$ cat config.mk
export PLATFORM = sky130hd
export DESIGN_NAME = page_record_framer_flat
export DESIGN_NICKNAME = d
export VERILOG_FILES = /design/src/design/prf_pkg.sv /design/src/design/prf_req_if.sv /design/src/design/prf_rsp_if.sv /design/src/design/prf_ctrl.sv /design/src/design/prf_dpath.sv /design/src/design/page_record_framer.sv /design/src/flat_wrapper.sv
export SDC_FILE = /design/constraint.sdc
export NUM_CORES = 1
export LEC_CHECK = 0
export ABC_AREA = 1
export CAP_MARGIN = 10
export CORE_MARGIN = 1
export CORE_UTILIZATION = 44
export CTS_CLUSTER_SIZE = 14
export DETAILED_ROUTE_END_ITERATION = 7
export DONT_BUFFER_PORTS = 1
export GPL_ROUTABILITY_DRIVEN = 0
export PLACE_DENSITY_LB_ADDON = 0.12
export SKIP_LAST_GASP = 1
export SYNTH_ARGS = -nofsm -noshare
export SYNTH_HDL_FRONTEND = slang
export SYNTH_SLANG_ARGS = --single-unit
$ cat constraint.sdc
create_clock -name clock -period 2 [get_ports clock]
set_input_delay 0.1 -clock clock [delete_from_list [all_inputs] [get_ports clock]]
set_output_delay 0.1 -clock clock [all_outputs]
set_load 0.05 [all_outputs]
$ cat src/design/prf_pkg.sv
// Shared types and constants for the page record framer.
// Depends on nothing; used by the interfaces, controller, datapath and top level.
package prf_pkg;

   localparam int BYTE_W   = 8;
   localparam int OFFSET_W = 6;
   localparam int ADDR_W   = 16;

   localparam logic [BYTE_W-1:0] HEADER_BYTE = 8'hAA;
   localparam logic [BYTE_W-1:0] CHECK_XOR   = 8'h51;

   // Which page byte the datapath loads into the output register.
   localparam logic [2:0] KIND_HDR  = 3'd0;
   localparam logic [2:0] KIND_DATA = 3'd1;
   localparam logic [2:0] KIND_PAD  = 3'd2;
   localparam logic [2:0] KIND_CHK  = 3'd3;
   localparam logic [2:0] KIND_FCHK = 3'd4;

   typedef struct packed {
      logic       take;
      logic       emit;
      logic [2:0] kind;
      logic       run_last;
   } prf_cmd_type;

   typedef struct packed {
      logic req_valid;
      logic req_holds;
      logic req_last;
      logic item_holds;
      logic item_last;
      logic fill_zero;
      logic fill_next_full;
      logic out_free;
   } prf_status_type;

endpackage

$ cat src/design/prf_req_if.sv
// Input channel of the page record framer: valid/ready plus one record beat.
// Depends on prf_pkg.
interface prf_req_if;
   import prf_pkg::*;

   logic              valid;
   logic              ready;
   logic [BYTE_W-1:0] data_byte;
   logic              holds_byte;
   logic              is_last;

   modport source (output valid, output data_byte, output holds_byte, output is_last,
                   input ready);
   modport sink   (input valid, input data_byte, input holds_byte, input is_last,
                   output ready);
endinterface

$ cat src/design/prf_rsp_if.sv
// Result channel of the page record framer: valid/ready plus one framed page byte.
// Depends on prf_pkg.
interface prf_rsp_if;
   import prf_pkg::*;

   logic                valid;
   logic                ready;
   logic [BYTE_W-1:0]   out_byte;
   logic [OFFSET_W-1:0] byte_offset;
   logic [ADDR_W-1:0]   page_address;
   logic                page_end;
   logic                record_end;
   logic                run_last;

   modport source (output valid, output out_byte, output byte_offset, output page_address,
                   output page_end, output record_end, output run_last, input ready);
   modport sink   (input valid, input out_byte, input byte_offset, input page_address,
                   input page_end, input record_end, input run_last, output ready);
endinterface

$ cat src/design/prf_ctrl.sv
// Sequencer of the page record framer: steps through header, data, padding and
// check beats for one accepted item. Depends on prf_pkg.
module prf_ctrl (
   input  logic                    clock,
   input  logic                    reset,
   input  prf_pkg::prf_status_type status,
   output prf_pkg::prf_cmd_type    cmd
);
   import prf_pkg::*;

   localparam logic [2:0] ST_IDLE = 3'd0;
   localparam logic [2:0] ST_HDR  = 3'd1;
   localparam logic [2:0] ST_DATA = 3'd2;
   localparam logic [2:0] ST_CHK  = 3'd3;
   localparam logic [2:0] ST_PAD  = 3'd4;
   localparam logic [2:0] ST_FCHK = 3'd5;
   localparam logic [2:0] ST_PHDR = 3'd6;

   logic [2:0] state_ff;
   logic [2:0] state_in;

   always_comb begin
      state_in     = state_ff;
      cmd.take     = 1'b0;
      cmd.emit     = 1'b0;
      cmd.kind     = KIND_HDR;
      cmd.run_last = 1'b0;
      case (state_ff)
         ST_IDLE: begin
            cmd.take = 1'b1;
            if (status.req_valid && (status.req_holds || status.req_last)) begin
               if (status.fill_zero)
                  state_in = ST_HDR;
               else if (status.req_holds)
                  state_in = ST_DATA;
               else
                  state_in = ST_PAD;
            end
         end
         ST_HDR: begin
            cmd.kind = KIND_HDR;
            cmd.emit = status.out_free;
            if (status.out_free)
               state_in = status.item_holds ? ST_DATA : ST_PAD;
         end
         ST_DATA: begin
            cmd.kind     = KIND_DATA;
            cmd.emit     = status.out_free;
            cmd.run_last = !status.fill_next_full && !status.item_last;
            if (status.out_free) begin
               if (status.fill_next_full)
                  state_in = ST_CHK;
               else if (status.item_last)
                  state_in = ST_PAD;
               else
                  state_in = ST_IDLE;
            end
         end
         ST_CHK: begin
            cmd.kind     = KIND_CHK;
            cmd.emit     = status.out_free;
            cmd.run_last = !status.item_last;
            // a closing item after an exactly full page opens a padding page
            if (status.out_free)
               state_in = status.item_last ? ST_PHDR : ST_IDLE;
         end
         ST_PHDR: begin
            // header of the padding page; the item's data beat is already out
            cmd.kind = KIND_HDR;
            cmd.emit = status.out_free;
            if (status.out_free)
               state_in = ST_PAD;
         end
         ST_PAD: begin
            cmd.kind = KIND_PAD;
            cmd.emit = status.out_free;
            if (status.out_free && status.fill_next_full)
               state_in = ST_FCHK;
         end
         ST_FCHK: begin
            cmd.kind     = KIND_FCHK;
            cmd.emit     = status.out_free;
            cmd.run_last = 1'b1;
            if (status.out_free)
               state_in = ST_IDLE;
         end
         default: begin
            state_in = ST_IDLE;
         end
      endcase
   end

   always_ff @(posedge clock) begin
      if (reset)
         state_ff <= ST_IDLE;
      else
         state_ff <= state_in;
   end

endmodule

$ cat src/design/prf_dpath.sv
// Datapath of the page record framer: item latch, page state, start address
// register and the output register. Depends on prf_pkg, prf_req_if, prf_rsp_if.
module prf_dpath #(
   parameter int PAGE_BYTES = 32
) (
   input  logic                        clock,
   input  logic                        reset,
   prf_req_if.sink                     req_chan,
   prf_rsp_if.source                   rsp_chan,
   input  logic                        csr_we,
   input  logic [prf_pkg::ADDR_W-1:0]  csr_wdata,
   input  prf_pkg::prf_cmd_type        cmd,
   output prf_pkg::prf_status_type     status
);
   import prf_pkg::*;

   localparam logic [OFFSET_W-1:0] LAST_FILL  = OFFSET_W'(PAGE_BYTES - 2);
   localparam logic [OFFSET_W-1:0] CHK_OFFSET = OFFSET_W'(PAGE_BYTES - 1);
   localparam logic [ADDR_W-1:0]   PAGE_STEP  = ADDR_W'(PAGE_BYTES);

   logic [ADDR_W-1:0]   start_addr_ff, start_addr_in;
   logic [OFFSET_W-1:0] fill_ff, fill_in;
   logic [BYTE_W-1:0]   check_ff, check_in;
   logic [ADDR_W-1:0]   cur_addr_ff, cur_addr_in;
   logic                open_ff, open_in;

   logic [BYTE_W-1:0]   item_data_ff, item_data_in;
   logic                item_holds_ff, item_holds_in;
   logic                item_last_ff, item_last_in;

   logic                out_valid_ff, out_valid_in;
   logic [BYTE_W-1:0]   out_byte_ff, out_byte_in;
   logic [OFFSET_W-1:0] out_offset_ff, out_offset_in;
   logic [ADDR_W-1:0]   out_addr_ff, out_addr_in;
   logic                out_pend_ff, out_pend_in;
   logic                out_rend_ff, out_rend_in;
   logic                out_rlast_ff, out_rlast_in;

   logic                accept;
   logic                rec_start;
   logic [OFFSET_W-1:0] fill_inc;

   assign req_chan.ready = cmd.take;
   assign accept         = req_chan.valid && cmd.take;
   assign rec_start      = accept && (req_chan.holds_byte || req_chan.is_last) && !open_ff;
   assign fill_inc       = fill_ff + OFFSET_W'(1);

   assign status.req_valid      = req_chan.valid;
   assign status.req_holds      = req_chan.holds_byte;
   assign status.req_last       = req_chan.is_last;
   assign status.item_holds     = item_holds_ff;
   assign status.item_last      = item_last_ff;
   assign status.fill_zero      = !open_ff || (fill_ff == '0);
   assign status.fill_next_full = (fill_inc >= LAST_FILL);
   assign status.out_free       = !out_valid_ff || rsp_chan.ready;

   always_comb begin
      start_addr_in = csr_we ? csr_wdata : start_addr_ff;
      fill_in       = fill_ff;
      check_in      = check_ff;
      cur_addr_in   = cur_addr_ff;
      open_in       = open_ff;
      item_data_in  = item_data_ff;
      item_holds_in = item_holds_ff;
      item_last_in  = item_last_ff;
      out_valid_in  = out_valid_ff && !rsp_chan.ready;
      out_byte_in   = out_byte_ff;
      out_offset_in = out_offset_ff;
      out_addr_in   = out_addr_ff;
      out_pend_in   = out_pend_ff;
      out_rend_in   = out_rend_ff;
      out_rlast_in  = out_rlast_ff;

      if (accept) begin
         item_data_in  = req_chan.data_byte;
         item_holds_in = req_chan.holds_byte;
         item_last_in  = req_chan.is_last;
      end
      if (rec_start) begin
         open_in     = 1'b1;
         cur_addr_in = start_addr_ff;
         fill_in     = '0;
         check_in    = '0;
      end

      if (cmd.emit) begin
         out_valid_in = 1'b1;
         out_addr_in  = cur_addr_ff;
         out_pend_in  = 1'b0;
         out_rend_in  = 1'b0;
         out_rlast_in = cmd.run_last;
         case (cmd.kind)
            KIND_HDR: begin
               out_byte_in   = HEADER_BYTE;
               out_offset_in = '0;
               check_in      = HEADER_BYTE;
            end
            KIND_DATA: begin
               out_byte_in   = item_data_ff;
               out_offset_in = fill_inc;
               check_in      = check_ff + item_data_ff;
               fill_in       = fill_inc;
            end
            KIND_PAD: begin
               out_byte_in   = '0;
               out_offset_in = fill_inc;
               fill_in       = fill_inc;
            end
            default: begin
               // page check beat; the final one also closes the record
               out_byte_in   = check_ff ^ CHECK_XOR;
               out_offset_in = CHK_OFFSET;
               out_pend_in   = 1'b1;
               out_rend_in   = (cmd.kind == KIND_FCHK);
               cur_addr_in   = cur_addr_ff + PAGE_STEP;
               fill_in       = '0;
               check_in      = '0;
               if (cmd.kind == KIND_FCHK)
                  open_in = 1'b0;
            end
         endcase
      end
   end

   always_ff @(posedge clock) begin
      if (reset) begin
         start_addr_ff <= '0;
         fill_ff       <= '0;
         check_ff      <= '0;
         cur_addr_ff   <= '0;
         open_ff       <= 1'b0;
         out_valid_ff  <= 1'b0;
      end else begin
         start_addr_ff <= start_addr_in;
         fill_ff       <= fill_in;
         check_ff      <= check_in;
         cur_addr_ff   <= cur_addr_in;
         open_ff       <= open_in;
         out_valid_ff  <= out_valid_in;
      end
   end

   always_ff @(posedge clock) begin
      item_data_ff  <= item_data_in;
      item_holds_ff <= item_holds_in;
      item_last_ff  <= item_last_in;
      out_byte_ff   <= out_byte_in;
      out_offset_ff <= out_offset_in;
      out_addr_ff   <= out_addr_in;
      out_pend_ff   <= out_pend_in;
      out_rend_ff   <= out_rend_in;
      out_rlast_ff  <= out_rlast_in;
   end

   assign rsp_chan.valid        = out_valid_ff;
   assign rsp_chan.out_byte     = out_byte_ff;
   assign rsp_chan.byte_offset  = out_offset_ff;
   assign rsp_chan.page_address = out_addr_ff;
   assign rsp_chan.page_end     = out_pend_ff;
   assign rsp_chan.record_end   = out_rend_ff;
   assign rsp_chan.run_last     = out_rlast_ff;

endmodule

$ cat src/design/page_record_framer.sv
// Page record framer top level: sequencer plus datapath. Depends on prf_pkg,
// prf_req_if, prf_rsp_if, prf_ctrl, prf_dpath.
// The first result beat of an accepted item is loaded into the output register once the
// sequencer has left idle and that register is free. Throughput: ready only while idle,
// one beat per cycle while the output register is free; 0 to 34 beats per item.
// Reset: synchronous, active high; clears the sequencer, page state and start address.
module page_record_framer #(
   parameter int PAGE_BYTES = 32
) (
   input  logic                       clock,
   input  logic                       reset,
   prf_req_if.sink                    req_chan,
   prf_rsp_if.source                  rsp_chan,
   input  logic                       csr_we,
   input  logic [prf_pkg::ADDR_W-1:0] csr_wdata
);
   import prf_pkg::*;

   prf_cmd_type    cmd;
   prf_status_type status;

   prf_ctrl u_ctrl (
      .clock  (clock),
      .reset  (reset),
      .status (status),
      .cmd    (cmd)
   );

   prf_dpath #(
      .PAGE_BYTES (PAGE_BYTES)
   ) u_dpath (
      .clock     (clock),
      .reset     (reset),
      .req_chan  (req_chan),
      .rsp_chan  (rsp_chan),
      .csr_we    (csr_we),
      .csr_wdata (csr_wdata),
      .cmd       (cmd),
      .status    (status)
   );

   a_emit_free: assert property (@(posedge clock) disable iff (reset)
      cmd.emit |-> status.out_free)
      else $error("beat loaded while output register busy");

   a_no_emit_on_take: assert property (@(posedge clock) disable iff (reset)
      (req_chan.valid && req_chan.ready) |-> !cmd.emit)
      else $error("item accepted while a beat is being produced");

   a_check_offset: assert property (@(posedge clock) disable iff (reset)
      (rsp_chan.valid && rsp_chan.page_end) |->
         (rsp_chan.byte_offset == OFFSET_W'(PAGE_BYTES - 1)))
      else $error("check beat not at last page offset");

   a_record_end: assert property (@(posedge clock) disable iff (reset)
      (rsp_chan.valid && rsp_chan.record_end) |-> (rsp_chan.page_end && rsp_chan.run_last))
      else $error("record end beat is not a closing check beat");

endmodule
$ cat src/flat_wrapper.sv
// flat-port wrapper written by rule: the top's interface ports become plain ports
module page_record_framer_flat import prf_pkg::*;
#(
   parameter int PAGE_BYTES = 32
)
  (clock, reset, csr_we, csr_wdata, req_chan_valid, req_chan_data_byte, req_chan_holds_byte, req_chan_is_last, req_chan_ready, rsp_chan_valid, rsp_chan_out_byte, rsp_chan_byte_offset, rsp_chan_page_address, rsp_chan_page_end, rsp_chan_record_end, rsp_chan_run_last, rsp_chan_ready);
  prf_req_if req_chan_i ();
  prf_rsp_if rsp_chan_i ();
  input  logic clock;
  input  logic reset;
  input  logic csr_we;
  input  logic [prf_pkg::ADDR_W-1:0] csr_wdata;
  input wire logic [$bits(req_chan_i.valid)-1:0] req_chan_valid;
  input wire logic [$bits(req_chan_i.data_byte)-1:0] req_chan_data_byte;
  input wire logic [$bits(req_chan_i.holds_byte)-1:0] req_chan_holds_byte;
  input wire logic [$bits(req_chan_i.is_last)-1:0] req_chan_is_last;
  output wire logic [$bits(req_chan_i.ready)-1:0] req_chan_ready;
  output wire logic [$bits(rsp_chan_i.valid)-1:0] rsp_chan_valid;
  output wire logic [$bits(rsp_chan_i.out_byte)-1:0] rsp_chan_out_byte;
  output wire logic [$bits(rsp_chan_i.byte_offset)-1:0] rsp_chan_byte_offset;
  output wire logic [$bits(rsp_chan_i.page_address)-1:0] rsp_chan_page_address;
  output wire logic [$bits(rsp_chan_i.page_end)-1:0] rsp_chan_page_end;
  output wire logic [$bits(rsp_chan_i.record_end)-1:0] rsp_chan_record_end;
  output wire logic [$bits(rsp_chan_i.run_last)-1:0] rsp_chan_run_last;
  input wire logic [$bits(rsp_chan_i.ready)-1:0] rsp_chan_ready;
  assign req_chan_i.valid = req_chan_valid;
  assign req_chan_i.data_byte = req_chan_data_byte;
  assign req_chan_i.holds_byte = req_chan_holds_byte;
  assign req_chan_i.is_last = req_chan_is_last;
  assign req_chan_ready = req_chan_i.ready;
  assign rsp_chan_valid = rsp_chan_i.valid;
  assign rsp_chan_out_byte = rsp_chan_i.out_byte;
  assign rsp_chan_byte_offset = rsp_chan_i.byte_offset;
  assign rsp_chan_page_address = rsp_chan_i.page_address;
  assign rsp_chan_page_end = rsp_chan_i.page_end;
  assign rsp_chan_record_end = rsp_chan_i.record_end;
  assign rsp_chan_run_last = rsp_chan_i.run_last;
  assign rsp_chan_i.ready = rsp_chan_ready;
  page_record_framer #(.PAGE_BYTES(PAGE_BYTES)) u_core (.clock(clock), .reset(reset), .req_chan(req_chan_i), .rsp_chan(rsp_chan_i), .csr_we(csr_we), .csr_wdata(csr_wdata));
endmodule
==> results, run 1 <==
- The worst pin sits at a relative slew slack of 0.318.
- The post-detailed-route wirelength per cell is 13.8 um.
- The via count of the first global-routing pass is 3123.
- TritonCTS created 9 clock buffers.
- The part of the cycle the worst path needs is 0.916.
- Setup repair after global routing left no endpoint under its margin.
- The floorplan die area is 0.0103 mm^2.
- The peak clock frequency supported by timing is 546 MHz.
- The synthesized area is 0.00435 mm^2.
- The cell type contributing the most total cell area after synthesis is sky130_fd_sc_hd__edfxtp_1.
- The maximum number of pins on one net before global-route repair is 33.
- The class of the most critical hold timing path is input pin to register.
- The initial cell density of the core is 0.462.
- The antenna violation net count after detailed routing is 0.
- The number of distinct library cells after synthesis is 39.
- The most used flip-flop cell after synthesis is sky130_fd_sc_hd__dfxtp_1.
- The first global-routing pass estimated 15.3 mm of wire.
- The post-synthesis instance total is 493.
- The critical path is of the register to register type.
- The cell at the root of the clock tree is sky130_fd_sc_hd__clkbuf_8.
- The final wirelength is 9.21 mm.
- Dividing the detail-routed via count by the number of cells gives 5.15.
- The sequential cell area fraction in the yosys report is 0.532.
- Dividing the synthesized area by the synthesized cell count gives 8.82 um^2.
- Across every metal layer, demand over resource in global routing totals 0.193.
- The startpoint of the tightest hold check path is rsp_chan_ready.
- The most frequent cell after synthesis is sky130_fd_sc_hd__nand2_1.
- After detailed routing, the number of remaining DRC violations is 0.
- The endpoint of the worst hold-timing path is u_core.u_dpath.rsp_chan.valid$_SDFF_PP0_.
- The total negative slack for setup checks is 0 ns.
- The number of buffers inserted by port buffering is 0.
- The count of cells along the worst hold path is 3.
- The number of maximum-capacitance constraint violations is 0.
- The overall via count from detail_route is 3432.
- STA classifies the critical path startpoint as a register.
- The final-stage net count is 575.
- The share of synthesized area in the top cell type comes to 0.297.
- From left edge to right edge, the die measures 101 um.
- The CTS tree is yes.
- The floorplan has 35 rows.
- Of the cells placed in the final design, the portion with a size suffix greater than 1 is 0.0968.
- The worst register-to-register path ends at u_core.u_dpath.check_ff[6]$_SDFF_PP0_.
- Global routing finished with a remaining overflow of 0.
- The smallest setup slack after layout is 0.167 ns.
- The worst setup slack after placement is 0.113 ns.
- The first detailed-routing pass ran for 6 iterations.
- For this design the ratio of total power to cell area is 1480 mW/mm^2.
- The data arrival time of the critical path is 2.11 ns.
- By count the netlist is led by 107 x sky130_fd_sc_hd__nand2_1, 51 x sky130_fd_sc_hd__dfxtp_1, 44 x sky130_fd_sc_hd__a21oi_1, 44 x sky130_fd_sc_hd__inv_1, 43 x sky130_fd_sc_hd__edfxtp_1.
- The number of buffers added for setup after CTS is 0.
- The minimum period implied by the final worst setup slack is 1.83 ns.
- The number of warnings reported in the yosys synthesis log is 0.
- The DRC marker count from the first detailed-route iteration is 258.
- The worst ir drop on vdd is 0.832 mV.
- The number of antenna violations at the first check in global routing is 0.
- In this run the deepest clock path goes through 2 buffers.
- The maximum clock skew at final layout is 0.0139 ns.
- Total power for the finished layout comes to 0.00751 W.
- The number of cells on the worst reg-to-reg path is 8.
- The static leakage power is 1.94 nW.
- The synthesized design contains 94 register bits.
- In this run the critical register-to-register path is launched from u_core.u_dpath.item_data_ff[0]$_DFFE_PP_.
- STA classifies the critical path endpoint as a register.
- Tracing the worst setup path back leads to its startpoint at u_core.u_dpath.item_data_ff[0]$_DFFE_PP_.
- The count of flip-flops with a built-in enable after synthesis is 43.
- Setup violations remaining at the end of the flow were counted as 0.
- The clock tree synthesis step divided the H-tree into 3 levels.
- Compared with the post-synthesis result, the final layout area differs by 16.5%.
- The antenna cell count is 0.
- The die height is 101 um.
- Across all register-to-register paths, the minimum setup slack is 0.17 ns.
- The total I/O pin count is 66.
- The number of endpoints with negative hold slack in the final report is 0.
- After synthesis, the cell types taking the most area are sky130_fd_sc_hd__edfxtp_1 30%, sky130_fd_sc_hd__dfxtp_1 23%, sky130_fd_sc_hd__nand2_1 9.2%.
- The later-pin clock latency in the skew report is 0.36 ns.
- Along the worst path, the maximum fanout reaches 3.
- The placeable core region is 0.00942 mm^2.
- The wire-length estimate of the detail-placed layout is 6.29 mm.
- The number of nets in the synthesized netlist is 536.
- Clock-pin slew was measured on the worst setup and hold paths at 0.09 ns.
- The total number of clock tree sinks is 94.
- The required time of the worst setup path is 2.28 ns.
- Counting flops with an async set or reset pin after synthesis yields a share of 0.
- The final number of max-transition violations came to 0.
- At the pin with the least slew margin, the transition time is 1.02 ns.
- The run finished with clean final reports.
==> routing by layer <==
| metal | up-vias | global-route usage | routed length, um |
|---|---|---|---|
| met5 | - | 0 | 0 |
| met4 | 0 | 0.0803 | 173 |
| met3 | 14 | 0.0428 | 374 |
| met2 | 87 | 0.300 | 4280 |
| met1 | 1598 | 0.260 | 4380 |
| li1 | 1733 | - | - |
==> what timing repair did <==
item | CTS | global route
endpoints found under the setup margin | 0 | 4
hold buffers | 36 | 0
hold endpoints to repair | 51 | 0
gates resized for setup | 0 | 5
==> stage by stage <==
stage	hold WS (ns)	instances	utilization	area (um^2)
after floorplan	0.199	493	-	4350
after global placement	0.172	614	0.478	4500
after detailed placement	0.174	614	0.478	4500
after CTS	0.0798	666	0.537	5050
after global routing	0.106	666	0.538	5070
final	0.0765	666	0.538	5070
==> flip-flops by register name (all words and copies together), names as in the netlist, 3 cells and up <==
register and flops:
u_core.u_dpath.start_addr_ff 16, u_core.u_dpath.rsp_chan.page_address 16, u_core.u_dpath.check_ff 8, u_core.u_dpath.item_data_ff 8, u_core.u_dpath.fill_ff 6, u_core.u_ctrl.state_ff 3, u_core.u_dpath.rsp_chan.byte_offset 6, u_core.u_dpath.rsp_chan.out_byte 8
u_core.u_dpath.cur_addr_ff 16
==> final cells by class <==
type | instances | area, um^2
repair buffers | 45 | 453
fillers | 871 | 4350
well taps | 129 | 161
multi-input cells | 330 | 1740
inverters | 52 | 200
flip-flops and latches | 94 | 2320
clock buffers | 11 | 153
clock inverters | 5 | 41.3
==> cell usage in the layout, fill, tap and decap left out, types with 10 or more instances in the layout <==
cell type / count
sky130_fd_sc_hd__a21oi_1: 44
sky130_fd_sc_hd__inv_1: 44
sky130_fd_sc_hd__edfxtp_1: 43
sky130_fd_sc_hd__dlygate4sd3_1: 36
sky130_fd_sc_hd__nor2_1: 34
sky130_fd_sc_hd__nand4_1: 10
sky130_fd_sc_hd__o21ai_1: 14
sky130_fd_sc_hd__nand3_1: 31
sky130_fd_sc_hd__ha_1: 11
sky130_fd_sc_hd__o21ai_0: 38
sky130_fd_sc_hd__nand2_1: 106
sky130_fd_sc_hd__dfxtp_1: 49
==> worst max-delay path, stage by stage (launching register included) <==
cell	delay (ns)
sky130_fd_sc_hd__edfxtp_1	0.43
sky130_fd_sc_hd__ha_1	0.23
sky130_fd_sc_hd__fa_1	0.42
sky130_fd_sc_hd__nand4_1	0.12
sky130_fd_sc_hd__nand3_1	0.09
sky130_fd_sc_hd__xor2_1	0.15
sky130_fd_sc_hd__o21ai_1	0.13
sky130_fd_sc_hd__nand2_1	0.07
sky130_fd_sc_hd__a21oi_1	0.11
==> worst max-delay path by stage <==
| stage | to | slack (ns) | cells after the start |
|---|---|---|---|
| after detailed placement | u_core.u_ctrl.state_ff[1]$_SDFFE_PP0P_ | 0.11 | 13 |
| after floorplan | u_core.u_dpath.fill_ff[0]$_SDFF_PP0_ | 0.19 | 9 |
| final | u_core.u_dpath.check_ff[6]$_SDFF_PP0_ | 0.17 | 8 |
| after global routing | u_core.u_ctrl.state_ff[0]$_SDFFE_PP0P_ | 0.03 | 13 |
| after global placement | u_core.u_ctrl.state_ff[1]$_SDFFE_PP0P_ | 0.20 | 13 |
| after CTS | u_core.u_ctrl.state_ff[1]$_SDFFE_PP0P_ | 0.05 | 13 |
==> cell families after synthesis <==
logic type,Yosys count,share of synthesized area
AO/OA/AOI/OAI,106,0.129
XOR/XNOR,10,0.0201
adder cells (fa/ha/maj),12,0.0363
buffers and inverters,69,0.0694
flip-flops,94,0.532
AND/OR/NAND/NOR,202,0.213
==> power breakdown <==
group	switching (W)	total (W)	internal (W)
clock network	0.000696	0.00124	0.000542
logic	0.00135	0.00204	0.000690
registers	0.00147	0.00423	0.00276
Note: power is estimated with default switching activity, not from simulation.
==> run 2, diff against run 1 <==
CTS_BUF_LIST = sky130_fd_sc_hd__clkbuf_4   (was unset)
==> run 2 against run 1 <==
Compared with the run above:
- register-to-register slack is essentially flat
- worst hold slack got worse by 0.013 ns
- global-route usage shrank 0.28 points
- via count decreased by 0.79%
- clock power down 13%
- sequential share of layout area grew 0.34 points
- critical path type unchanged
==> results, run 2 (same netlist as run 1, synthesis figures left out) <==
- The library cell used most frequently in the layout, excluding fill and tap cells, is sky130_fd_sc_hd__nand2_1.
- The final number of max-transition violations is 0 (unchanged).
- The first-pass GRT wire length is 15.1 mm (-0.99%).
- The data arrival time of the critical path is 2.19 ns (+0.08 ns).
- In the layout the commonest cells are 106 x sky130_fd_sc_hd__nand2_1, 49 x sky130_fd_sc_hd__dfxtp_1, 44 x sky130_fd_sc_hd__inv_1, 44 x sky130_fd_sc_hd__a21oi_1, 43 x sky130_fd_sc_hd__edfxtp_1.
- The maximum fanout encountered on the critical timing path is 3 (unchanged).
- The number of buffers added for setup after CTS is 0 (unchanged).
- The initial cell density of the core is 0.462 (unchanged).
- The later-pin clock latency in the skew report is 0.45 ns (+0.09 ns).
- The met1 track demand over resource is 0.259 (-0.00186).
- The number of maximum-capacitance constraint violations is 0 (unchanged).
- TritonCTS built the clock tree.
- The met3 usage in global routing is 0.0324 (-0.0104).
- The areal power density over the cells is 1460 mW/mm^2 (-1.5%).
- The layer with the highest usage after global routing is met2.
- The start point of the critical path is u_core.u_dpath.item_data_ff[0]$_DFFE_PP_.
- The post-detailed-route wirelength per cell is 13.6 um (-1.3%).
- The total number of clock tree sinks is 94 (unchanged).
- The startpoint of the tightest hold check path is req_chan_holds_byte.
- The floorplan die area came to 0.0103 mm^2 (unchanged).
- The via count of the first global-routing pass is 3086 (-1.2%).
- The total negative slack for setup checks is 0 ns (unchanged).
- The number of buffers inserted during clock tree synthesis was 9 (unchanged).
- The peak clock frequency supported by timing is 545 MHz (about the same).
- The met2 global-route usage is 0.297 (-0.00314).
- The core utilization of the finished layout is 0.534 (-0.00399).
- The final wirelength is 9.10 mm (-1.1%).
- The proportion of layout cells with a drive suffix above 1 came to 0.0985 (+0.00168).
- The static leakage power is 1.93 nW (-0.72%).
- The register area is 0.00232 mm^2 (unchanged).
- The total routing resource utilization after global routing came to 0.190 (-0.00284).
- The worst setup path is launched from a register.
- The minimum period implied by the final worst setup slack was 1.83 ns (+0.000560 ns).
- The DRC marker count from the first detailed-route iteration was 209 (-19%).
- The deepest clock path buffer count is 2 (unchanged).
- The maximum number of pins on one net before global-route repair is 33 (unchanged).
- The number of levels in the clock H-tree came to 3 (unchanged).
- The overall via count from detail_route is 3405 (-0.79%).
- The post-route total power was 0.00734 W (-2.3%).
- The placeable core region was 0.00942 mm^2 (unchanged).
- The critical path is of the register to register type.
- The final routed DRC violation total came to 0 (unchanged).
- The number of endpoints with negative hold slack in the final report is 0 (unchanged).
- The multi-input logic area came to 0.00174 mm^2 (unchanged).
- The cell at the root of the clock tree is sky130_fd_sc_hd__clkbuf_4.
- The run finished with clean final reports.
- The number of buffers inserted by port buffering is 0 (unchanged).
- The detailed-placement wirelength estimate is 6.29 mm (unchanged).
- The site row count is 35 (unchanged).
- The final global-route overflow total is 0 (unchanged).
- The class of the most critical hold timing path is input pin to register.
- The final-report setup violation count is 0 (unchanged).
- The antenna violation net count after detailed routing is 0 (unchanged).
- The width of the die was 101 um (unchanged).
- The final-stage net count was 576 (+0.17%).
- The antenna cell count came to 0 (unchanged).
- The worst ir drop on vdd is 0.842 mV (+1.2%).
- Relative to the synthesized area, the layout overhead comes to 15.7%.
- The layout filler cell count is 870 (-0.11%).
- The die height came to 101 um (unchanged).
- The sort of element at the end of the critical path is a register.
- The non-filler instance count after layout is 667 (+0.15%).
- The total I/O pin count is 66 (unchanged).
- The average via count per standard cell is 5.10 (-0.94%).
- The worst register-to-register path begins at u_core.u_dpath.item_data_ff[0]$_DFFE_PP_.
- The number of detailed-routing iterations run before antenna repair came to 5 (-1).
- The required time of the worst setup path is 2.36 ns (+0.08 ns).
- The number of antenna violations at the first check in global routing is 0 (unchanged).
- The slew at the pin with the worst max-slew slack came to 1.02 ns (+0.00447 ns).
- The maximum clock skew at final layout is 0.0245 ns (+0.0106 ns).
- Setup repair after global routing left no endpoint under its margin.
- The clock-pin slew on the worst setup and hold paths is 0.15 ns (+0.06 ns).
- The instance count after placement with tap cells included came to 614 (unchanged).
- The part of the cycle the worst path needs was 0.917 (about the same).
- The worst slew margin relative to its limit is 0.315 (-0.00299).
-- run 2: cell count changes in the layout (fill, tap and decap cells not counted) --
cell	delta
sky130_fd_sc_hd__clkbuf_8	-9
sky130_fd_sc_hd__clkbuf_4	+10
sky130_fd_sc_hd__clkbuf_1	-1
sky130_fd_sc_hd__bufinv_16	+1
sky130_fd_sc_hd__dlygate4sd3_1	+1
sky130_fd_sc_hd__clkbuf_16	-1
-- run 2: worst paths after layout --
kind | slack (ns) | cells after the start | endpoint
max reg2reg | 0.17 | 8 | u_core.u_dpath.check_ff[6]$_SDFF_PP0_
max | 0.17 | 8 | u_core.u_dpath.check_ff[6]$_SDFF_PP0_
min reg2reg | 0.45 | 2 | u_core.u_dpath.cur_addr_ff[4]$_SDFFE_PP0P_
min | 0.06 | 6 | u_core.u_ctrl.state_ff[1]$_SDFFE_PP0P_
-- run 2: worst max-delay path, stage by stage, from the launching register on --
cell and delay (ns):
sky130_fd_sc_hd__edfxtp_1 0.44, sky130_fd_sc_hd__ha_1 0.23, sky130_fd_sc_hd__fa_1 0.42, sky130_fd_sc_hd__nand4_1 0.12
sky130_fd_sc_hd__nand3_1 0.09, sky130_fd_sc_hd__xor2_1 0.16, sky130_fd_sc_hd__o21ai_1 0.11, sky130_fd_sc_hd__nand2_1 0.06
sky130_fd_sc_hd__a21oi_1 0.12
-- run 2: power by group --
part	internal (W)	total (W)	switching, W
clock	0.000409	0.00108	0.000669
sequential	0.00275	0.00422	0.00147
combinational	0.000692	0.00203	0.00134
total	0.00386	0.00734	0.00348
-- run 2: metal layers --
metal  part of all wire  vias to the layer above
met4              0.018                        0
li1                   -                     1735
met2               0.46                      108
met5                  0                        -
met1               0.47                     1552
met3              0.050                       10
-- run 2: cell type report --
class | instances | share of cell area
Multi-Input combinational cell | 330 | 0.346
Clock inverter | 6 | 0.0142
Clock buffer | 10 | 0.0149
Sequential cell | 94 | 0.461
Tap cell | 129 | 0.0321
Inverter | 52 | 0.0398
Timing Repair Buffer | 46 | 0.0920
-- run 2: repair_timing --
item | in CTS | in global routing
hold endpoints to repair | 51 | 0
hold buffers | 37 | 0
resized for setup | 0 | 5
setup endpoints to repair | 0 | 4
-- run 2: metrics by stage --
step           cell area [um^2]  setup slack, ns  hold WS, ns
5_1_grt                    5030           0.0218       0.0793
3_3_place_gp               4500            0.203        0.172
6_report                   5030            0.167       0.0636
2_1_floorplan              4350            0.189        0.199
3_5_place_dp               4500            0.113        0.174
4_1_cts                    5020           0.0466       0.0411
==> run 3, diff against run 2 <==
REMOVE_ABC_BUFFERS = 1   (was unset)
SYNTH_HIERARCHICAL = 1   (was unset)
==> run 3 against run 2 <==
Compared with the run above:
- final cell count is 2.4% higher
- worst hold slack worse by 0.029 ns
- synthesized cell count is 0.61% higher
- critical path type unchanged
==> results, run 3 <==
- The mean post-synth cell area is 8.92 um^2 (+1.1%).
- The number of storage elements in the synthesis netlist is 94 (unchanged).
- The proportion of layout cells with a drive suffix above 1 is 0.167 (+0.0688).
- The final routed DRC violation total is 0 (unchanged).
- The data arrival time of the critical path is 2.28 ns (+0.09 ns).
- The multi-input logic area came to 0.00184 mm^2 (+5.7%).
- The commonest cells after synthesis are 90 x sky130_fd_sc_hd__nand2_1, 64 x sky130_fd_sc_hd__nor2_1, 51 x sky130_fd_sc_hd__dfxtp_1.
- The count of flip-flops with a built-in enable after synthesis is 43 (unchanged).
- The antenna violation net count after detailed routing is 0 (unchanged).
- The final wirelength came to 9.53 mm (+4.7%).
- The initial cell density of the core came to 0.453 (-0.00929).
- The deepest clock path buffer count is 2 (unchanged).
- The number of buffers inserted by port buffering was 0 (unchanged).
- Setup repair after global routing could not meet its margin everywhere.
- For this run, the leading register cell type out of synthesis is sky130_fd_sc_hd__dfxtp_1.
- The maximum clock skew at final layout is 0.0251 ns (+0.000568 ns).
- The slew at the pin with the worst max-slew slack came to 0.963 ns (-0.0611 ns).
- The critical path is of the register to register type.
- TritonCTS built the clock tree.
- Traced cell by cell, the critical path runs through buf_6 -> nor2_8 -> nand2_2 -> nand2_2 -> nor3_2 -> inv_2 -> nand2_8 -> nor2_4 -> buf_4 -> nor2_4 -> inv_2 -> nor2_1 -> nor2_1.
- The worst setup path is launched from a register.
- The first-pass GRT wire length came to 15.4 mm (+2.2%).
- The antenna cell count is 0 (unchanged).
- The number of buffers inserted during clock tree synthesis is 9 (unchanged).
- The floorplan die area was 0.0105 mm^2 (+1.7%).
- The part of the cycle the worst path needs is 0.952 (+0.0350).
- The clock-pin slew on the worst setup and hold paths came to 0.16 ns (about the same).
- The number of maximum-capacitance constraint violations came to 0 (unchanged).
- The DRC marker count from the first detailed-route iteration is 170 (-19%).
- Leaving out fill and tap cells, the most frequent cell in the layout is sky130_fd_sc_hd__nand2_1.
- The synthesized area is 0.00442 mm^2 (+1.7%).
- The final-report setup violation count is 0 (unchanged).
- The minimum period implied by the final worst setup slack is 1.90 ns (+0.0700 ns).
- The number of antenna violations at the first check in global routing is 0 (unchanged).
- The worst slew margin relative to its limit is 0.356 (+0.0409).
- The final number of max-transition violations is 0 (unchanged).
- The post-detailed-route wirelength per cell is 13.9 um (+2.2%).
- The smallest setup slack after layout is 0.0965 ns (-0.0700 ns).
- The startpoint identified for the worst hold timing path is csr_we.
- The cell at the root of the clock tree is sky130_fd_sc_hd__clkbuf_4.
- The number of detailed-routing iterations run before antenna repair is 4 (-1).
- sky130_fd_sc_hd__edfxtp_1 takes more of the synthesized area than any other cell.
- The run finished with clean final reports.
- The register area is 0.00233 mm^2 (+0.43%).
- The peak clock frequency supported by timing is 525 MHz (-3.7%).
- The library cells used most frequently in the layout, excluding fill and tap cells, are 86 x sky130_fd_sc_hd__nand2_1, 62 x sky130_fd_sc_hd__nor2_1, 45 x sky130_fd_sc_hd__dfxtp_1, 43 x sky130_fd_sc_hd__edfxtp_1, 38 x sky130_fd_sc_hd__inv_1.
- The async set-or-reset flop fraction in the synthesized netlist is 0 (unchanged).
- The total routing resource utilization after global routing was 0.195 (+0.00518).
- The later-pin clock latency in the skew report is 0.46 ns (about the same).
- The site row count is 36 (+2.9%).
- The maximum fanout encountered on the critical timing path is 7 (+4).
- The family of cells with the greatest summed delay on the critical path is simple AND/OR/NAND/NOR gates.
- The total number of clock tree sinks is 94 (unchanged).
- The post-synthesis instance total was 496 (+0.61%).
- The die height is 102 um (+0.84%).
- The placeable core region is 0.00977 mm^2 (+3.8%).
- The areal power density over the cells came to 1410 mW/mm^2 (-3.1%).
- The area share of the leading cell type in the synthesized netlist came to 0.292 (-0.00504).
- The sequential cell area fraction in the yosys report is 0.523 (-0.00903).
- The area overhead of the layout relative to synthesis is 18.2%.
- The worst ir drop on vdd is 0.747 mV (-11%).
- The maximum single-stage delay on the critical path is 0.37 ns (-0.07 ns).
- The overall via count from detail_route is 3453 (+1.4%).
- The maximum number of pins on one net before global-route repair is 46 (+39%).
- The start point of the critical path is u_core/u_ctrl/state_ff[1]$_SDFFE_PP0P_.
- The final global-route overflow total is 0 (unchanged).
- The number of warnings reported in the yosys synthesis log is 6 (+6).
- The path class of the tightest hold or removal check is input pin to register.
- The layout filler cell count is 897 (+3.1%).
- The detailed-placement wirelength estimate came to 6.48 mm (+2.9%).
- The sort of element at the end of the critical path is a register.
- The via count of the first global-routing pass is 3329 (+7.9%).
- The average via count per standard cell is 5.06 (-0.97%).
- The number of buffer and inverter stages on the critical path is 4 (+4).
- The final-stage net count is 588 (+2.1%).
- sky130_fd_sc_hd__nand2_1 is the most common cell in the netlist.
- The number of endpoints with negative hold slack in the final report came to 0 (unchanged).
- The number of levels in the clock H-tree was 3 (unchanged).
- The total negative slack for setup checks is 0 ns (unchanged).
- The cell with the largest stage delay on the worst path is sky130_fd_sc_hd__dfxtp_2.
- The total I/O pin count is 66 (unchanged).
- The required time of the worst setup path is 2.37 ns (about the same).
- After synthesis, the cell types taking the most area are sky130_fd_sc_hd__edfxtp_1 29%, sky130_fd_sc_hd__dfxtp_1 23%, sky130_fd_sc_hd__nand2_1 7.6%.
- The number of distinct library cells after synthesis was 46 (+18%).
- The worst setup slack after placement is -0.00152 ns (-0.115 ns).
- The width of the die came to 102 um (+0.84%).
- In this run the critical register-to-register path is launched from u_core/u_ctrl/state_ff[1]$_SDFFE_PP0P_.
- The static leakage power is 2.12 nW (+9.8%).
run 3: cells by family (layout without fill, tap and decap cells):
group,Yosys count,count (layout),synth area share
adders and majority gates,12,12,0.0356
and+or+nand+nor,216,216,0.228
buffers and inverters,69,123,0.0769
xor gates and xnor gates,7,7,0.0139
AOI/OAI and AO/OA,98,98,0.123
DFF,94,94,0.523
run 3: tightest hold or removal path, cell delays in order:
cell	delay, ns
sky130_fd_sc_hd__inv_1	0.16
sky130_fd_sc_hd__nor2_1	0.15
sky130_fd_sc_hd__nor2_1	0.05
run 3: report_power, final:
part           switching (W)  internal, W  leakage, nW  total [W]
combinational        0.00141     0.000778         1.21    0.00219
clock               0.000654     0.000407       0.0778    0.00106
sequential           0.00140      0.00274        0.828    0.00414
total                0.00346      0.00393         2.12    0.00739
run 3: metal layers:
layer,share of wire,wire [um],global-route usage
met5,0,0,0
met4,0.015,147,0.0758
met1,0.44,4150,0.228
met3,0.054,512,0.0554
met2,0.49,4720,0.339
run 3: timing repair:
| item | CTS | global route |
|---|---|---|
| pin swaps | 0 | 11 |
| endpoints found under the setup margin | 5 | 29 |
| hold buffers | 30 | 0 |
| setup buffers | 0 | 6 |
| hold endpoints to repair | 48 | 0 |
| gates resized for setup | 3 | 28 |
run 3: layout make-up:
| type | count | share of cell area |
|---|---|---|
| clock buffer | 10 | 0.0144 |
| clock inverter | 6 | 0.0132 |
| inverter | 48 | 0.0378 |
| multi-input combinational | 333 | 0.352 |
| sequential | 94 | 0.445 |
| tap | 133 | 0.0318 |
| timing repair buffer | 59 | 0.106 |
run 3: worst paths after layout:
check,end,slack (ns),cells after the start
max reg2reg,u_core/u_dpath/cur_addr_ff[4]$_SDFFE_PP0P_,0.1,13
min,u_core/u_dpath/start_addr_ff[8]$_SDFFE_PP0P_,0.03,3
max,u_core/u_dpath/cur_addr_ff[4]$_SDFFE_PP0P_,0.1,13
min reg2reg,u_core/u_dpath/rsp_chan.page_address[2]$_DFFE_PP_,0.44,0
run 3: stage by stage:
stage               total power (W)  area, um^2  cells  utilization  hold slack, ns
finish                      0.00739        5230    683        0.535          0.0346
global placement            0.00621        4640    631        0.475           0.176
global route                0.00784        5230    683        0.535          0.0250
detailed placement          0.00623        4640    631        0.475           0.176
CTS                         0.00737        5090    677        0.521        0.000262
floorplan                   0.00549        4280    475            -           0.169
